===== config.mk =====
export PLATFORM = sky130hd
export DESIGN_NAME = dpfe_ctrl
export DESIGN_NICKNAME = d
export VERILOG_FILES = /design/src/rtl/dpfe_pkg.sv /design/src/rtl/dpfe_ctrl.sv
export SDC_FILE = /design/constraint.sdc
export NUM_CORES = 1
export LEC_CHECK = 0
export BUFFER_PORTS_ARGS = -buffer_cell sky130_fd_sc_hd__buf_2
export CAP_MARGIN = 20
export CORE_AREA = 2 2 39 41
export CTS_CLUSTER_SIZE = 16
export DETAILED_ROUTE_END_ITERATION = 10
export DIE_AREA = 0 0 41 43
export PLACE_DENSITY_LB_ADDON = 0.3
export SLEW_MARGIN = 5
export SYNTH_ARGS = -nofsm -noshare
export SYNTH_HDL_FRONTEND = slang
export SYNTH_SLANG_ARGS = --single-unit
export TNS_END_PERCENT = 30

===== constraint.sdc =====
create_clock -name i_clk -period 1.3 [get_ports i_clk]
set_clock_uncertainty 0.15 [all_clocks]
set_input_delay 0.26 -clock i_clk [delete_from_list [all_inputs] [get_ports i_clk]]
set_output_delay 0.26 -clock i_clk [all_outputs]
set_load 0.02 [all_outputs]

===== src/rtl/dpfe_pkg.sv =====
// Package of the drift pulse feature extractor: field widths, register codes, reset values,
// controller states and the command and status bundles between controller and datapath.
// No dependencies.
`default_nettype none

package dpfe_pkg;

    localparam int SAMPLE_W   = 16;
    localparam int SUM_W      = 17;
    localparam int THR_W      = 13;
    localparam int DIV_W      = 7;
    localparam int BACKOFF_W  = 6;
    localparam int WLEN_W     = 10;
    localparam int OFS_W      = 7;
    localparam int START_W    = 10;
    localparam int END_W      = 11;
    localparam int WSUM_W     = 27;
    localparam int SLOPE_W    = 18;
    localparam int CFG_ADDR_W = 3;
    localparam int CFG_DATA_W = 16;
    localparam int IN_DATA_W  = 32;
    localparam int OUT_DATA_W = 88;
    localparam int OUT_USED_W = 2 + SUM_W + START_W + END_W + WSUM_W + SLOPE_W;

    // The threshold magnitude is 13 bits, so the divider retires one quotient bit a step.
    localparam int DIV_STEPS  = THR_W;
    localparam int DIV_CNT_W  = 4;

    typedef enum logic [CFG_ADDR_W-1:0] {
        CFG_EVENT_THRESHOLD = 3'd0,
        CFG_END_DIVISOR     = 3'd1,
        CFG_SAFE_LOW        = 3'd2,
        CFG_SAFE_HIGH       = 3'd3,
        CFG_START_BACKOFF   = 3'd4,
        CFG_WINDOW_LENGTH   = 3'd5,
        CFG_LEFT_OFFSET     = 3'd6,
        CFG_RIGHT_OFFSET    = 3'd7
    } t_cfg_addr;

    localparam logic signed [THR_W-1:0]    RST_EVENT_THRESHOLD = -13'sd80;
    localparam logic [DIV_W-1:0]           RST_END_DIVISOR     = 7'd8;
    localparam logic signed [SAMPLE_W-1:0] RST_SAFE_LOW        = -16'sd2000;
    localparam logic signed [SAMPLE_W-1:0] RST_SAFE_HIGH       = 16'sd25;
    localparam logic [BACKOFF_W-1:0]       RST_START_BACKOFF   = 6'd2;
    localparam logic [WLEN_W-1:0]          RST_WINDOW_LENGTH   = 10'd25;
    localparam logic signed [OFS_W-1:0]    RST_LEFT_OFFSET     = 7'sd0;
    localparam logic signed [OFS_W-1:0]    RST_RIGHT_OFFSET    = 7'sd0;

    typedef struct packed {
        logic signed [THR_W-1:0]    event_threshold;
        logic [DIV_W-1:0]           end_divisor;
        logic signed [SAMPLE_W-1:0] safe_low;
        logic signed [SAMPLE_W-1:0] safe_high;
        logic [BACKOFF_W-1:0]       start_backoff;
        logic [WLEN_W-1:0]          window_length;
        logic signed [OFS_W-1:0]    left_offset;
        logic signed [OFS_W-1:0]    right_offset;
    } t_cfg;

    typedef enum logic [2:0] {
        S_LOAD,
        S_PREP,
        S_DIV,
        S_SCAN,
        S_SUM_INIT,
        S_SUM,
        S_EMIT
    } t_state;

    typedef struct packed {
        logic load;
        logic div_start;
        logic scan_init;
        logic scan;
        logic sum_init;
        logic sum;
        logic emit;
    } t_cmd;

    typedef struct packed {
        logic div_done;
        logic scan_done;
        logic sum_needed;
        logic sum_done;
        logic out_free;
    } t_status;

endpackage

`default_nettype wire


===== src/rtl/dpfe_ctrl.sv =====
// Controller of the drift pulse feature extractor: sequences loading, division, the scan
// walk, the window walk and the hand-off to the output register. Depends on dpfe_pkg.
`default_nettype none

module dpfe_ctrl import dpfe_pkg::*; (
    input  wire logic    i_clk,
    input  wire logic    i_rst_n,
    input  wire logic    i_in_valid,
    input  wire logic    i_in_last,
    output logic         o_in_ready,
    output t_cmd         o_cmd,
    input  wire t_status i_status
);

    t_state r_state;
    t_state n_state;

    always_ff @(posedge i_clk) begin
        if (!i_rst_n) begin
            r_state <= S_LOAD;
        end else begin
            r_state <= n_state;
        end
    end

    always_comb begin
        n_state = r_state;
        case (r_state)
            S_LOAD: begin
                if (i_in_valid && i_in_last) begin
                    n_state = S_PREP;
                end
            end
            S_PREP: begin
                n_state = S_DIV;
            end
            S_DIV: begin
                if (i_status.div_done) begin
                    n_state = S_SCAN;
                end
            end
            S_SCAN: begin
                if (i_status.scan_done) begin
                    n_state = i_status.sum_needed ? S_SUM_INIT : S_EMIT;
                end
            end
            S_SUM_INIT: begin
                n_state = S_SUM;
            end
            S_SUM: begin
                if (i_status.sum_done) begin
                    n_state = S_EMIT;
                end
            end
            S_EMIT: begin
                if (i_status.out_free) begin
                    n_state = S_LOAD;
                end
            end
            default: begin
                n_state = S_LOAD;
            end
        endcase
    end

    always_comb begin
        o_cmd      = '0;
        o_in_ready = 1'b0;
        case (r_state)
            S_LOAD: begin
                o_in_ready = 1'b1;
                o_cmd.load = i_in_valid;
            end
            S_PREP: begin
                o_cmd.div_start = 1'b1;
                o_cmd.scan_init = 1'b1;
            end
            S_SCAN: begin
                o_cmd.scan = 1'b1;
            end
            S_SUM_INIT: begin
                o_cmd.sum_init = 1'b1;
            end
            S_SUM: begin
                o_cmd.sum = 1'b1;
            end
            S_EMIT: begin
                o_cmd.emit = i_status.out_free;
            end
            default: begin
                o_cmd = '0;
            end
        endcase
    end

endmodule

`default_nettype wire


==> out/results.ini <==
[outcome]
status = complete, but fails checks
violations = setup timing

[global_routing]
grt-ovfl-total = 0
grt_use_met2_pct = 17.2
grt_use_met1_pct = 14.1
grt_pass1_wl_um = 1390
use_met3_pct = 6.28
grt_max_degree = 13
grt_pass1_vias = 329
busiest_layer = met2
antenna_found_initial = 0
gr-usage-all-layers_pct = 12.3

[routing]
drt-total-wl_um = 912
via_per_inst = 4.54
drtAntennaViolNets = 0
first_pass_iters = 2
wl_per_cell_um = 10.7
first_iter_violations = 9
drcViolationCount = 0
vias = 386

[synthesis]
synth_edf_count = 0
ys.flop_type = dfxtp_1
ys_types = 21
syn_area_um2 = 294
synth_seq_area_share_pct = 20.4
yosys_warnings = 0
postSynthNetCount = 47
syn_avg_cell_area_um2 = 7.74
synthCells = 38
async_flop_share_pct = 0
synth-seq-cells = 3

[sta]
slew_headroom_pct = 80.1
finalHoldViolCount = 0
fin_crit_ns = 1.55
min_period_over_period_pct = 119
fmax_mhz = 645
rsz0062_at_grt = true
finalMaxSlewViolations = 0
fin_ws_ns = -0.251
final-setup-viol-count = 10
finalHoldWorstSlack_ns = 0.119
worstMarginPinSlew_ns = 0.296

[cells_and_area]
stdcell_count = 85
reg.largest.list = r_state: 3 flops
diodes = 0
nets = 79
syn2layout_area_growth_pct = 110
n_fill_cell = 133
largest_register = r_state
largest_register_ffs = 3
drive_above_1_share_pct = 69.6
stdcell_area_um2 = 617

[clock_network]
clockRootBuffer = clkbuf_4
cts.sinks = 3
numCtsBuffers = 3
cts_htree_levels = 1
clkLatencyLatePin_ns = 0.24
clock_path_buffers = 2
tritoncts = done
clk_pin_slew_ns = 0.05

[floorplanning]
die_height_um = 43
fp.dieW_um = 41
io_pins = 17
row_count = 14
die_area_um2 = 1760
initial_core_util_pct = 21.2
core-area_um2 = 1380

[worst_setup_path]
crit_path_end_kind = primary output
cp-start-kind = flop
critical_path_class = flop to primary output
worstPathArrival_ns = 1.14
crit_fanout = 3
crit_required_ns = 0.89

[flow_run]
drv_cap = 0

[placed_design]
placed_cell_area_um2 = 448
hpwl_um = 647
dpl.cell_count = 74
gp_congestion = 0.767
port-buffer-count = 16

[power_and_ir_drop]
powerDensity_nw_per_um2 = 2350
finalPower_mw = 1.45
leakagePower_nw = 0.284
peakVddDrop_uv = 960

[worst_hold_path]
min_path_type = input port to flop

[cell usage in the layout (no fill, tap or decap), drive strengths merged]
cell	count
o21ai	3
and2	3
dfxtp	3
buf	31
nor3	2
clkbuf	4
nand2	1
inv	1
mux2i	1
nor2	2
nand2b	2
a211oi	3
nor2b	3
a21oi	5
a22oi	1
nor3b	3
and4b	1
[path summary, 6_finish.rpt]
path	startpoint	to	slack (ns)	cells after the start
setup / recovery	r_state[2]	o_cmd[6]	-0.25	4
hold / removal	i_rst_n	r_state[0]	0.12	3
setup reg to reg	r_state[0]	r_state[1]	-0.17	5
hold reg to reg	r_state[0]	r_state[0]	0.43	2
[critical path, stage by stage, from the launching register on]
cell,delay (ns)
dfxtp_4,0.35
buf_6,0.12
nor3_4,0.15
and2_4,0.17
buf_6,0.11
[layer usage]
layer / routed length (um) / part of all wire (%)
met1: 365 / 40
met2: 465 / 51
met3: 73 / 8.0
met4: 8 / 0.88
met5: 0 / 0
[cells by family (layout without fill, tap and decap cells)]
group	count (synthesis)	after routing	share of synthesized area (%)
compound gates	12	12	28.5
buf+inv	5	36	10.6
flops	3	3	20.4
mux	1	1	3.40
simple gates	17	17	37.0
[area by class of cell]
type / instances / area, um^2 / area share (%)
clock buffers: 4 / 26.3 / 4.26
flip-flops and latches: 3 / 71.3 / 11.6
multi-input cells: 30 / 245 / 39.8
inverters: 1 / 3.75 / 0.609
repair buffers: 31 / 250 / 40.6
well taps: 16 / 20.0 / 3.25
[synthesized netlist by cell type (2+ instances only)]
cell type,n,area [um^2]
a21oi_1,4,20.0
and2_1,3,18.8
buf_4,3,22.5
dfxtp_1,3,60.1
nor2b_1,3,18.8
nor3b_1,3,22.5
a211oi_1,2,15.0
nand2b_1,2,12.5
nor2_1,2,7.51
o21ai_0,2,10.0
[stage by stage]
step | setup TNS (ns) | utilization (%) | setup WS, ns
global route | -2.45 | 44.6 | -0.302
CTS | -2.06 | 38.9 | -0.274
finish | -1.84 | 44.6 | -0.251
detailed placement | -0.552 | 32.4 | -0.113
global placement | -0.541 | 32.4 | -0.101
floorplan | -0.547 | - | -0.173
[timing repair]
item / CTS / global route
gates resized for setup: 16 / 13
pin swaps: 4 / 2
hold endpoints to repair: 0 / 0
hold buffers: 0 / 0
endpoints found under the setup margin: 11 / 10
buffers inserted: 2 / 5
gates cloned: 0 / 0
[power by group]
| group | internal, mW | leakage [nW] | switching (mW) | total, mW |
|---|---|---|---|---|
| Clock | 0.116 | 0.0150 | 0.0570 | 0.173 |
| Combinational | 0.608 | 0.242 | 0.432 | 1.04 |
| Sequential | 0.149 | 0.0267 | 0.0890 | 0.238 |
Note: power is estimated with default switching activity, not from simulation.
